$ cat config.mk
export PLATFORM = sky130hd
export DESIGN_NAME = mean_removed_triangular_window_flat
export DESIGN_NICKNAME = d
export VERILOG_FILES = /design/src/rtl/mrtw_pkg.sv /design/src/rtl/mrtw_ifs.sv /design/src/rtl/mean_removed_triangular_window.sv /design/src/rtl/mrtw_div.sv /design/src/rtl/mrtw_ctrl.sv /design/src/rtl/mrtw_dp.sv /design/src/flat_wrapper.sv
export SDC_FILE = /design/constraint.sdc
export NUM_CORES = 2
export LEC_CHECK = 0
export BUFFER_PORTS_ARGS = -buffer_cell sky130_fd_sc_hd__clkbuf_2
export CAP_MARGIN = 30
export CORE_UTILIZATION = 60
export CTS_BUF_LIST = sky130_fd_sc_hd__clkbuf_4 sky130_fd_sc_hd__clkbuf_8
export CTS_CLUSTER_SIZE = 25
export DETAILED_ROUTE_END_ITERATION = 12
export PLACE_DENSITY_LB_ADDON = 0.12
export SYNTH_ARGS = -nofsm -noshare
export SYNTH_HDL_FRONTEND = slang
export SYNTH_HIERARCHICAL = 1
export SYNTH_SLANG_ARGS = --single-unit
$ cat constraint.sdc
create_clock -name clock -period 14.69 [get_ports clock]
set_clock_uncertainty 0.1 [all_clocks]
set_input_delay 0.7345 -clock clock [delete_from_list [all_inputs] [get_ports clock]]
set_output_delay 0.7345 -clock clock [all_outputs]
set_load 0.05 [all_outputs]
$ cat src/rtl/mrtw_pkg.sv
package mrtw_pkg;

   localparam int DEF_MAX_POINTS  = 64;
   localparam int DEF_SAMPLE_BITS = 16;

   localparam int IDX_BITS = 6;
   localparam int LEN_BITS = 7;

   localparam logic [LEN_BITS-1:0] RESET_POINTS = 7'd64;

   typedef struct packed {
      logic                wr;
      logic                sum_clr;
      logic                div_go;
      logic                div_mean;
      logic                mean_ld;
      logic                rd;
      logic                diff_ld;
      logic                prod_ld;
      logic                res_ld;
      logic [IDX_BITS-1:0] idx;
      logic [LEN_BITS-1:0] len;
   } ctrl_cmd_type;

   typedef struct packed {
      logic div_done;
   } ctrl_status_type;

endpackage

$ cat src/rtl/mrtw_ifs.sv
interface mrtw_req_if import mrtw_pkg::*; #(
   parameter int SAMPLE_BITS = DEF_SAMPLE_BITS
) ();
   logic                          valid;
   logic                          ready;
   logic signed [SAMPLE_BITS-1:0] sample;

   modport source (output valid, output sample, input ready);
   modport sink   (input valid, input sample, output ready);
endinterface

interface mrtw_rsp_if import mrtw_pkg::*; #(
   parameter int SAMPLE_BITS = DEF_SAMPLE_BITS
) ();
   logic                        valid;
   logic                        ready;
   logic signed [SAMPLE_BITS:0] windowed_value;
   logic [IDX_BITS-1:0]         sample_index;
   logic                        frame_last;

   modport source (output valid, output windowed_value, output sample_index,
                   output frame_last, input ready);
   modport sink   (input valid, input windowed_value, input sample_index,
                   input frame_last, output ready);
endinterface

$ cat src/rtl/mean_removed_triangular_window.sv
// The block takes a frame of signed samples on the request channel, one item
// per cycle, while it stores each sample and adds it to a running sum.
// The frame length comes from the csr port; the user is to write it only while idle,
// which the block does not enforce. A length of zero acts as one, and a length above
// MAX_POINTS acts as MAX_POINTS. After the last sample of a frame the request channel
// is not ready until the last result of that frame has been formed.
// The mean is formed after the last sample by a shared one-bit-per-cycle divider.
// Each result is then formed in steps: a sample read, the subtraction of the
// mean, one multiply by the triangular weight and a pass through the same divider.
// The response channel holds each result in registers. A stalled receiver
// holds back the next result of the frame until the item is taken, while the
// next frame can already be collected behind the last result of a frame.
// Reset clears the frame in progress and sets the frame length to 64.
module mean_removed_triangular_window import mrtw_pkg::*; #(
   parameter int MAX_POINTS  = DEF_MAX_POINTS,
   parameter int SAMPLE_BITS = DEF_SAMPLE_BITS
) (
   input  logic                clock,
   input  logic                reset,
   input  logic                csr_wr_en,
   input  logic [LEN_BITS-1:0] csr_wr_data,
   mrtw_req_if.sink            req_ch,
   mrtw_rsp_if.source          rsp_ch
);

   ctrl_cmd_type    cmd;
   ctrl_status_type status;

   mrtw_ctrl #(
      .MAX_POINTS (MAX_POINTS)
   ) u_ctrl (
      .clock       (clock),
      .reset       (reset),
      .csr_wr_en   (csr_wr_en),
      .csr_wr_data (csr_wr_data),
      .req_valid   (req_ch.valid),
      .req_ready   (req_ch.ready),
      .rsp_ready   (rsp_ch.ready),
      .rsp_valid   (rsp_ch.valid),
      .rsp_index   (rsp_ch.sample_index),
      .rsp_last    (rsp_ch.frame_last),
      .cmd         (cmd),
      .status      (status)
   );

   mrtw_dp #(
      .MAX_POINTS  (MAX_POINTS),
      .SAMPLE_BITS (SAMPLE_BITS)
   ) u_dp (
      .clock          (clock),
      .reset          (reset),
      .sample         (req_ch.sample),
      .cmd            (cmd),
      .status         (status),
      .windowed_value (rsp_ch.windowed_value)
   );

endmodule

$ cat src/rtl/mrtw_div.sv
module mrtw_div import mrtw_pkg::*; #(
   parameter int DIV_BITS = DEF_SAMPLE_BITS + 7
) (
   input  logic                clock,
   input  logic                reset,
   input  logic                go,
   input  logic [DIV_BITS-1:0] dividend,
   input  logic [LEN_BITS-1:0] divisor,
   output logic [DIV_BITS-1:0] quotient,
   output logic                done
);

   localparam int CNT_BITS = $clog2(DIV_BITS + 1);

   logic [DIV_BITS-1:0] quot_ff, quot_in;
   logic [LEN_BITS-1:0] rem_ff, rem_in;
   logic [LEN_BITS-1:0] dvs_ff, dvs_in;
   logic [CNT_BITS-1:0] cnt_ff, cnt_in;
   logic                busy_ff, busy_in;
   logic                done_ff, done_in;
   logic [LEN_BITS:0]   shifted;
   logic [LEN_BITS:0]   trial;
   logic                fits;

   always_comb begin
      shifted = {rem_ff, quot_ff[DIV_BITS-1]};
      trial   = shifted - {1'b0, dvs_ff};
      fits    = shifted >= {1'b0, dvs_ff};
      quot_in = quot_ff;
      rem_in  = rem_ff;
      dvs_in  = dvs_ff;
      cnt_in  = cnt_ff;
      busy_in = busy_ff;
      done_in = 1'b0;
      if (go) begin
         quot_in = dividend;
         rem_in  = '0;
         dvs_in  = divisor;
         cnt_in  = CNT_BITS'(DIV_BITS);
         busy_in = 1'b1;
      end else if (busy_ff) begin
         rem_in  = fits ? trial[LEN_BITS-1:0] : shifted[LEN_BITS-1:0];
         quot_in = {quot_ff[DIV_BITS-2:0], fits};
         cnt_in  = cnt_ff - 1'b1;
         if (cnt_ff == CNT_BITS'(1)) begin
            busy_in = 1'b0;
            done_in = 1'b1;
         end
      end
   end

   always_ff @(posedge clock) begin
      quot_ff <= quot_in;
      rem_ff  <= rem_in;
      dvs_ff  <= dvs_in;
      if (reset) begin
         cnt_ff  <= '0;
         busy_ff <= 1'b0;
         done_ff <= 1'b0;
      end else begin
         cnt_ff  <= cnt_in;
         busy_ff <= busy_in;
         done_ff <= done_in;
      end
   end

   assign quotient = quot_ff;
   assign done     = done_ff;

endmodule

$ cat src/rtl/mrtw_ctrl.sv
module mrtw_ctrl import mrtw_pkg::*; #(
   parameter int MAX_POINTS = DEF_MAX_POINTS
) (
   input  logic                clock,
   input  logic                reset,
   input  logic                csr_wr_en,
   input  logic [LEN_BITS-1:0] csr_wr_data,
   input  logic                req_valid,
   output logic                req_ready,
   input  logic                rsp_ready,
   output logic                rsp_valid,
   output logic [IDX_BITS-1:0] rsp_index,
   output logic                rsp_last,
   output ctrl_cmd_type        cmd,
   input  ctrl_status_type     status
);

   localparam logic [LEN_BITS-1:0] MaxLen = LEN_BITS'(MAX_POINTS);

   typedef enum logic [3:0] {
      ST_COLLECT,
      ST_MEAN_GO,
      ST_MEAN_WAIT,
      ST_READ,
      ST_DIFF,
      ST_MUL,
      ST_DIV_GO,
      ST_DIV_WAIT
   } state_type;

   state_type           state_ff, state_in;
   logic [LEN_BITS-1:0] num_points_ff, num_points_in;
   logic [LEN_BITS-1:0] fill_ff, fill_in;
   logic [LEN_BITS-1:0] len_ff, len_in;
   logic [IDX_BITS-1:0] n_ff, n_in;
   logic [IDX_BITS-1:0] out_idx_ff, out_idx_in;
   logic                last_ff, last_in;
   logic                req_ready_ff, req_ready_in;
   logic                rsp_valid_ff, rsp_valid_in;
   logic [LEN_BITS-1:0] eff_len;
   logic [LEN_BITS-1:0] fill_next;
   logic                accept;

   always_comb begin
      if (num_points_ff == '0) begin
         eff_len = LEN_BITS'(1);
      end else if (num_points_ff > MaxLen) begin
         eff_len = MaxLen;
      end else begin
         eff_len = num_points_ff;
      end
   end

   assign accept    = req_valid & req_ready_ff;
   assign fill_next = fill_ff + 1'b1;

   always_comb begin
      state_in      = state_ff;
      num_points_in = csr_wr_en ? csr_wr_data : num_points_ff;
      fill_in       = fill_ff;
      len_in        = len_ff;
      n_in          = n_ff;
      out_idx_in    = out_idx_ff;
      last_in       = last_ff;
      req_ready_in  = req_ready_ff;
      rsp_valid_in  = rsp_valid_ff;
      cmd           = '0;
      cmd.idx       = n_ff;
      cmd.len       = len_ff;
      if (rsp_valid_ff && rsp_ready) begin
         rsp_valid_in = 1'b0;
      end
      case (state_ff)
         ST_COLLECT: begin
            cmd.idx = fill_ff[IDX_BITS-1:0];
            if (accept) begin
               cmd.wr  = 1'b1;
               fill_in = fill_next;
               if (fill_next >= eff_len) begin
                  len_in       = fill_next;
                  req_ready_in = 1'b0;
                  state_in     = ST_MEAN_GO;
               end
            end
         end
         ST_MEAN_GO: begin
            cmd.div_go   = 1'b1;
            cmd.div_mean = 1'b1;
            state_in     = ST_MEAN_WAIT;
         end
         ST_MEAN_WAIT: begin
            if (status.div_done) begin
               cmd.mean_ld = 1'b1;
               cmd.sum_clr = 1'b1;
               fill_in     = '0;
               n_in        = '0;
               state_in    = ST_READ;
            end
         end
         ST_READ: begin
            if (!rsp_valid_ff) begin
               cmd.rd   = 1'b1;
               state_in = ST_DIFF;
            end
         end
         ST_DIFF: begin
            cmd.diff_ld = 1'b1;
            state_in    = ST_MUL;
         end
         ST_MUL: begin
            cmd.prod_ld = 1'b1;
            state_in    = ST_DIV_GO;
         end
         ST_DIV_GO: begin
            cmd.div_go = 1'b1;
            state_in   = ST_DIV_WAIT;
         end
         ST_DIV_WAIT: begin
            if (status.div_done) begin
               cmd.res_ld   = 1'b1;
               rsp_valid_in = 1'b1;
               out_idx_in   = n_ff;
               last_in      = ({1'b0, n_ff} == (len_ff - 1'b1));
               if (last_in) begin
                  req_ready_in = 1'b1;
                  state_in     = ST_COLLECT;
               end else begin
                  n_in     = n_ff + 1'b1;
                  state_in = ST_READ;
               end
            end
         end
         default: begin
            req_ready_in = 1'b1;
            rsp_valid_in = 1'b0;
            fill_in      = '0;
            state_in     = ST_COLLECT;
         end
      endcase
   end

   always_ff @(posedge clock) begin
      len_ff     <= len_in;
      n_ff       <= n_in;
      out_idx_ff <= out_idx_in;
      last_ff    <= last_in;
      if (reset) begin
         state_ff      <= ST_COLLECT;
         num_points_ff <= RESET_POINTS;
         fill_ff       <= '0;
         req_ready_ff  <= 1'b1;
         rsp_valid_ff  <= 1'b0;
      end else begin
         state_ff      <= state_in;
         num_points_ff <= num_points_in;
         fill_ff       <= fill_in;
         req_ready_ff  <= req_ready_in;
         rsp_valid_ff  <= rsp_valid_in;
      end
   end

   assign req_ready = req_ready_ff;
   assign rsp_valid = rsp_valid_ff;
   assign rsp_index = out_idx_ff;
   assign rsp_last  = last_ff;

endmodule

$ cat src/rtl/mrtw_dp.sv
module mrtw_dp import mrtw_pkg::*; #(
   parameter int MAX_POINTS  = DEF_MAX_POINTS,
   parameter int SAMPLE_BITS = DEF_SAMPLE_BITS
) (
   input  logic                          clock,
   input  logic                          reset,
   input  logic signed [SAMPLE_BITS-1:0] sample,
   input  ctrl_cmd_type                  cmd,
   output ctrl_status_type               status,
   output logic signed [SAMPLE_BITS:0]   windowed_value
);

   localparam int ADDR_BITS = (MAX_POINTS > 1) ? $clog2(MAX_POINTS) : 1;
   localparam int DIV_BITS  = SAMPLE_BITS + 7;
   localparam int PROD_BITS = SAMPLE_BITS + 10;

   logic [SAMPLE_BITS-1:0]        store_mem [MAX_POINTS];
   logic [SAMPLE_BITS-1:0]        rd_data_ff;
   logic signed [DIV_BITS-1:0]    sum_ff, sum_in;
   logic signed [SAMPLE_BITS:0]   mean_ff, mean_in;
   logic signed [SAMPLE_BITS:0]   diff_ff, diff_in;
   logic signed [PROD_BITS-1:0]   prod_ff, prod_in;
   logic signed [SAMPLE_BITS:0]   res_ff, res_in;
   logic                          neg_ff, neg_in;
   logic signed [7:0]             delta;
   logic [LEN_BITS-1:0]           abs_dist;
   logic [7:0]                    weight;
   logic [DIV_BITS-1:0]           dividend;
   logic [LEN_BITS-1:0]           divisor;
   logic [DIV_BITS-1:0]           quotient;
   logic [DIV_BITS-1:0]           signed_quot;
   logic [PROD_BITS-1:0]          prod_mag;
   logic                          div_done;

   always_ff @(posedge clock) begin
      if (cmd.wr) begin
         store_mem[cmd.idx[ADDR_BITS-1:0]] <= sample;
      end
      if (cmd.rd) begin
         rd_data_ff <= store_mem[cmd.idx[ADDR_BITS-1:0]];
      end
   end

   always_comb begin
      delta    = $signed({1'b0, cmd.idx, 1'b0}) - $signed({1'b0, cmd.len}) + 8'sd1;
      abs_dist = delta[7] ? LEN_BITS'(-delta) : delta[LEN_BITS-1:0];
      weight   = {1'b0, cmd.len} + 8'd1 - {1'b0, abs_dist};
      prod_mag = prod_ff[PROD_BITS-1] ? PROD_BITS'(-prod_ff) : prod_ff;
      signed_quot = neg_ff ? DIV_BITS'(-quotient) : quotient;

      sum_in = sum_ff;
      if (cmd.sum_clr) begin
         sum_in = '0;
      end else if (cmd.wr) begin
         sum_in = sum_ff + DIV_BITS'(sample);
      end

      mean_in = cmd.mean_ld ? signed_quot[SAMPLE_BITS:0] : mean_ff;
      diff_in = cmd.diff_ld
              ? ($signed({rd_data_ff[SAMPLE_BITS-1], rd_data_ff}) - mean_ff) : diff_ff;
      prod_in = cmd.prod_ld ? (diff_ff * $signed({1'b0, weight})) : prod_ff;
      res_in  = cmd.res_ld ? signed_quot[SAMPLE_BITS:0] : res_ff;

      neg_in   = neg_ff;
      dividend = prod_mag[DIV_BITS-1:0];
      divisor  = cmd.len + 1'b1;
      if (cmd.div_mean) begin
         dividend = sum_ff[DIV_BITS-1] ? DIV_BITS'(-sum_ff) : sum_ff;
         divisor  = cmd.len;
      end
      if (cmd.div_go) begin
         neg_in = cmd.div_mean ? sum_ff[DIV_BITS-1] : prod_ff[PROD_BITS-1];
      end
   end

   always_ff @(posedge clock) begin
      mean_ff <= mean_in;
      diff_ff <= diff_in;
      prod_ff <= prod_in;
      res_ff  <= res_in;
      neg_ff  <= neg_in;
      if (reset) begin
         sum_ff <= '0;
      end else begin
         sum_ff <= sum_in;
      end
   end

   mrtw_div #(
      .DIV_BITS (DIV_BITS)
   ) u_div (
      .clock    (clock),
      .reset    (reset),
      .go       (cmd.div_go),
      .dividend (dividend),
      .divisor  (divisor),
      .quotient (quotient),
      .done     (div_done)
   );

   assign status.div_done = div_done;
   assign windowed_value  = res_ff;

endmodule

$ cat src/flat_wrapper.sv
// flat-port wrapper written by rule: the top's interface ports become plain ports
module mean_removed_triangular_window_flat import mrtw_pkg::*;
#(
   parameter int MAX_POINTS  = DEF_MAX_POINTS,
   parameter int SAMPLE_BITS = DEF_SAMPLE_BITS
)
  (clock, reset, csr_wr_en, csr_wr_data, req_ch_valid, req_ch_sample, req_ch_ready, rsp_ch_valid, rsp_ch_windowed_value, rsp_ch_sample_index, rsp_ch_frame_last, rsp_ch_ready);
  mrtw_req_if #(.SAMPLE_BITS(SAMPLE_BITS)) req_ch_i ();
  mrtw_rsp_if #(.SAMPLE_BITS(SAMPLE_BITS)) rsp_ch_i ();
  input  logic clock;
  input  logic reset;
  input  logic csr_wr_en;
  input  logic [LEN_BITS-1:0] csr_wr_data;
  input wire logic [$bits(req_ch_i.valid)-1:0] req_ch_valid;
  input wire logic [$bits(req_ch_i.sample)-1:0] req_ch_sample;
  output wire logic [$bits(req_ch_i.ready)-1:0] req_ch_ready;
  output wire logic [$bits(rsp_ch_i.valid)-1:0] rsp_ch_valid;
  output wire logic [$bits(rsp_ch_i.windowed_value)-1:0] rsp_ch_windowed_value;
  output wire logic [$bits(rsp_ch_i.sample_index)-1:0] rsp_ch_sample_index;
  output wire logic [$bits(rsp_ch_i.frame_last)-1:0] rsp_ch_frame_last;
  input wire logic [$bits(rsp_ch_i.ready)-1:0] rsp_ch_ready;
  assign req_ch_i.valid = req_ch_valid;
  assign req_ch_i.sample = req_ch_sample;
  assign req_ch_ready = req_ch_i.ready;
  assign rsp_ch_valid = rsp_ch_i.valid;
  assign rsp_ch_windowed_value = rsp_ch_i.windowed_value;
  assign rsp_ch_sample_index = rsp_ch_i.sample_index;
  assign rsp_ch_frame_last = rsp_ch_i.frame_last;
  assign rsp_ch_i.ready = rsp_ch_ready;
  mean_removed_triangular_window #(.MAX_POINTS(MAX_POINTS), .SAMPLE_BITS(SAMPLE_BITS)) u_core (.clock(clock), .reset(reset), .csr_wr_en(csr_wr_en), .csr_wr_data(csr_wr_data), .req_ch(req_ch_i), .rsp_ch(rsp_ch_i));
endmodule
; ---- After elaboration in Yosys (flattened, before gate mapping)
; Memories as Yosys holds them, arrays and structs flattened. A register that Yosys moved wholly into a read port is not among the register bits.
; Index checks and enable logic that the tools add are counted.
[totals]
register_bits = 185
ram_bits = 1024
inputBits = 28
out_inout_bits = 26
wordCells = 135
mem_count = 1
[mem_list]
columns = memory, depth, width, read_ports, rd_clocked_by_memory_dff, wr, line
row1 = u_core.u_dp.store_mem, 64, 16, 1, 1, 1, mrtw_dp.sv:17  ; logic [SAMPLE_BITS-1:0] store_mem [MAX_POINTS];
[classes]
n_addsub = 16
n_mul = 1
order_cmp = 3
n_eq_ne = 16
muxes = 54
n_bitwise = 4
reduce_logical = 18
[ops]
columns = cell, count
row1 = two-way mux 23 bit, 5
row2 = two-way mux 7 bit, 7
row3 = negation 23 bit, 2
row4 = case mux 4 bit (8 select lines), 1
row5 = multiplier 17 x 9 -> 26 bit, 1
row6 = two-way mux 1 bit, 24
row7 = two-way mux 6 bit, 4
row8 = adder 23 x 16 -> 23 bit, 1
row9 = case mux 7 bit (3 select lines), 1
row10 = two-way mux 4 bit, 5
row11 = two-way mux 17 bit, 1
row12 = negation 17 bit, 1
row13 = subtractor 16 x 17 -> 17 bit, 1
row14 = "== test 4 x 3 -> 1 bit, second input constant", 4
row15 = "adder 7 x 1 -> 7 bit, second input constant", 2
row16 = "!= test 2 bit, second input constant", 7
row17 = case mux 6 bit (2 select lines), 1
row18 = OR reduction 6 bit, 2
row19 = two-way mux 5 bit, 2
row20 = AND reduction 5 bit, 2
row21 = "adder 7 x 1 -> 8 bit, second input constant", 1
row22 = "adder 8 x 2 -> 8 bit, second input constant", 1
row23 = "== test 4 x 2 -> 1 bit, second input constant", 2
row24 = greater-or-equal comparator 8 x 7 -> 1 bit, 1
row25 = 27 further kinds, 33

; ---- Logic depth before layout (Yosys ltp)
[logic_depth]
word_depth = 8
mapped_depth = 48

; ---- Modules after synthesis
; The synthesis kept the hierarchy.
[modules_own_cells]
columns = mod, n_inst, cells_per_inst, area_per_inst_um2, seq_area_each_um2
row1 = mrtw_dp, 1, 3564, 51917.3, 33972.6
row2 = mrtw_ctrl, 1, 231, 2253.4, 980.9
row3 = mrtw_div, 1, 183, 2207.1, 1181.1

; ---- Worst setup path after synthesis
; No wires, ideal clock.
[synth_timing]
path_kind = register to register
startpoint = register u_core.u_ctrl.state_ff[0]
endpoint = register u_core.u_dp.prod_ff[22], data pin
setup_ns = 0.272
t_arrival_ns = 9.440
t_required_ns = 14.318
setup_slack_ns = 4.878
path_stages_with_launch = 46
cell_sequence = dfxtp_1 buf_2 or3_1 buf_2 nand2_1 o21ai_0 buf_2 buf_4 clkinv_1 clkbuf_1 clkbuf_1 buf_2 ha_1 inv_1 ha_1 a21o_1 a21oi_1 o21bai_1 (+10 left out) o21bai_1 a21oi_1 xnor2_1 clkbuf_1 nor2b_1 ha_1 fa_1 fa_1 inv_1 fa_1 inv_1 ha_1 o21a_1 o21a_1 o22ai_1 a311oi_2 mux2i_1 or4_1
[synth_lines]
columns = element, line
row1 = "start, declared", mrtw_ctrl.sv:31  ; state_type state_ff, state_in;
row2 = "start signal, assigned", mrtw_ctrl.sv:154  ; state_ff <= state_in;
row3 = "end signal, assigned", mrtw_dp.sv:79  ; prod_ff <= prod_in;
row4 = "end, declared", mrtw_dp.sv:22  ; logic signed [PROD_BITS-1:0] prod_ff, prod_in;

==> results.md <==
- Post-synth EDFFs: 1,166
- Post-CTS Setup Bufs: 0
- Mapped cell area: 0.0564 mm^2
- Share of cells above drive strength 1: 0.161
- Root buf cell: clkbuf_8
- R2r worst-path depth: 38
- Fin. max-slew vios: 0
- IO Port Bufs: 53
- Starting density of the core: 0.605
- #FFs+latches synth: 1,222
- CTS tree: yes
- Tcrit/Tclk final: 0.694
- Initial DRC Count: 4,093
- Syn nets: 4,257
- Clock sinks: 1,222
- Grt total ovfl: 0
- Fin nets: 4,446
- DR vias: 35,700
- Minimum clock period: 10.20 ns
- Cts hold-fix bufs: 8
- Full die area: 0.0952 mm^2
- Vias in the first global route: 35,000
- Crit path max fanout: 91
- Detailed placer's ending HPWL: 96.8 mm
- Final hold violations: 0
- Resized Gates After CTS: 0
- CP required: 15.20 ns
- Clock buffer count from CTS: 190
- Slowest stage delay, CP: 0.62 ns
- Antenna Nets Post-Route: 0
- Avg Cell Area, Syn: 14.2 um^2
- Final routed DRC violation total: 0
- Unique cell type count in the Yosys netlist: 87
- Worst Hold Depth: 3
- Global Route met2 Usage: 0.536
- M3 GR Usage: 0.0711
- Clock buffer depth: 3
- GR peak layer: met2
- Yosys warns: 6
- # IOs: 54
- Setup violators final: 0
- Synth Flop Type: edfxtp_1
- Max transition margin: 0.0842
- Crit. End Element: flop
- DRT Wirelength: 155 mm
- Number of max-cap violations: 0
- Hold Path Class: in2reg
- Clock network latency to the later pin of the worst-skew pair: 0.90 ns
- Crit-path slowest cell: dfxtp_1
- Register area share after synthesis: 0.641
- First-pass GRT wire length: 226 mm
- Initial antenna violation count: 7
- Largest net degree at the start of global routing: 128
- Reg2reg setup slack: 4.49 ns
- Asr flop ratio synth: 0
- GP Congestion: 0.992
- RSZ-0062 raised after global routing: false
- Rows: 112
- H-Tree Depth: 4
- Die width: 309 um
- Core area: 0.0932 mm^2
- Area Growth Syn to Fin: 10.5%
- Drt first pass iters: 8
- WS Path Type: reg2reg
- Via density: 6.40
- Die height: 309 um
- Clk slew on worst S/H paths: 0.06 ns
- DR WL/cell: 27.8 um
- GR Util met1: 0.417
- Startpoint types: flop
- Aggregate global-route resource usage: 0.329
- Max Fclk: 98.0 MHz
- CP arrival: 10.71 ns
- Slew at the pin with the worst max-slew slack: 1.37 ns
- Setup TNS: 0 ns
- Post-Syn Instances: 3,978
- Status: finished, final reports clean
cells in the final DEF (no fill, tap or decap), drive strengths merged, types with 56 or more instances in the layout:
cell | synthesis | routed
o21ai | 134 | 134
dfxtp | 56 | 56
nor2 | 296 | 296
clkbuf | 113 | 315
mux2i | 131 | 131
fa | 113 | 113
xnor2 | 103 | 103
clkinv | 1 | 72
a22oi | 80 | 80
a221oi | 125 | 125
ha | 138 | 138
a21oi | 236 | 236
edfxtp | 1166 | 1166
nand2 | 200 | 200
inv | 241 | 248
buf | 89 | 137
and2 | 78 | 78
mux4 | 61 | 61
mux2 | 94 | 94
cell usage after synthesis, types with 61 or more instances:
library cell,instances,area [um^2]
a21oi_1,236,1180
a221oi_1,123,1080
a22oi_1,80,601
and2_1,78,488
clkbuf_1,112,420
edfxtp_1,1166,35000
fa_1,113,2260
ha_1,138,1730
inv_1,240,901
mux2_2,94,1060
mux2i_1,131,1310
mux4_2,61,1370
nand2_1,200,751
nor2_1,295,1110
o21ai_0,127,636
xnor2_1,103,902
routing by layer:
metal	wire, um	part of all wire	up-vias
li1	-	-	15400
met1	56700	0.37	17800
met2	73900	0.48	2058
met3	15800	0.10	427
met4	8460	0.055	8
met5	58	0.00037	-
sequential cells by signal (all words and copies together), names as in the netlist, 7 cells and up:
signal / count
u_core/u_dp/diff_ff: 17
u_core/u_ctrl/len_ff: 7
u_core/u_dp/u_div/quotient: 23
u_core/u_dp/prod_ff: 24
u_core/u_dp/sum_ff: 23
u_core/u_dp/rd_data_ff: 16
u_core/u_dp/store_mem: 1024
u_core/u_dp/windowed_value: 17
u_core/u_dp/u_div/dvs_ff: 7
u_core/u_ctrl/num_points_ff: 7
u_core/u_dp/mean_ff: 17
u_core/u_dp/u_div/rem_ff: 7
u_core/u_ctrl/fill_ff: 7
stage by stage:
step,util,area (um^2),instances,hold slack [ns],worst slack [ns]
floorplan,-,56400,3978,0.335,4.88
global placement,0.627,58400,5215,0.354,4.55
global route,0.668,62300,5576,0.121,3.82
detailed placement,0.627,58500,5219,0.356,4.50
finish,0.668,62300,5578,0.144,4.49
CTS,0.668,62200,5573,0.0628,4.45
worst max-delay path, delay by kind of cell, from the launching register on:
family                   cells  cell delay (ns)
buffers and inverters        7             1.34
AO/OA/AOI/OAI               12             2.29
XOR/XNOR                     3             0.66
adder cells (fa/ha/maj)     10             3.73
multiplexers                 1             0.16
AND/OR/NAND/NOR              5             0.97
flip-flops                   1             0.62
worst paths after layout:
kind	startpoint	endpoint
setup reg to reg	u_core/u_ctrl/state_ff[2]	u_core/u_dp/prod_ff[25]
hold / removal	req_ch_valid	u_core/u_ctrl/state_ff[0]
setup / recovery	u_core/u_ctrl/state_ff[2]	u_core/u_dp/prod_ff[25]
hold reg to reg	u_core/u_dp/u_div/rem_ff[6]	u_core/u_dp/u_div/rem_ff[6]
cell type report:
type,instances,area (um^2)
Sequential cell,1222,36100
Fill cell,6677,30900
Multi-Input combinational cell,2312,18500
Clock buffer,261,3170
Tap cell,1254,1570
Timing Repair Buffer,199,1450
Inverter,242,910
Clock inverter,85,524
Antenna cell,3,7.51
cell families (layout without fill, tap and decap cells):
group / after synthesis / after routing / synth area share
flip-flops: 1222 / 1222 / 0.641
AO/OA/AOI/OAI: 819 / 819 / 0.0978
AND/OR/NAND/NOR: 807 / 807 / 0.0687
buffers and inverters: 444 / 787 / 0.0321
multiplexers: 286 / 286 / 0.0664
adder cells (fa/ha/maj): 251 / 251 / 0.0708
XOR/XNOR: 149 / 149 / 0.0233
other: 0 / 3 / 0
Power is left out: the tool's default activity adds up to more than one toggle a clock period on the data nets, which glitch-free logic cannot reach.
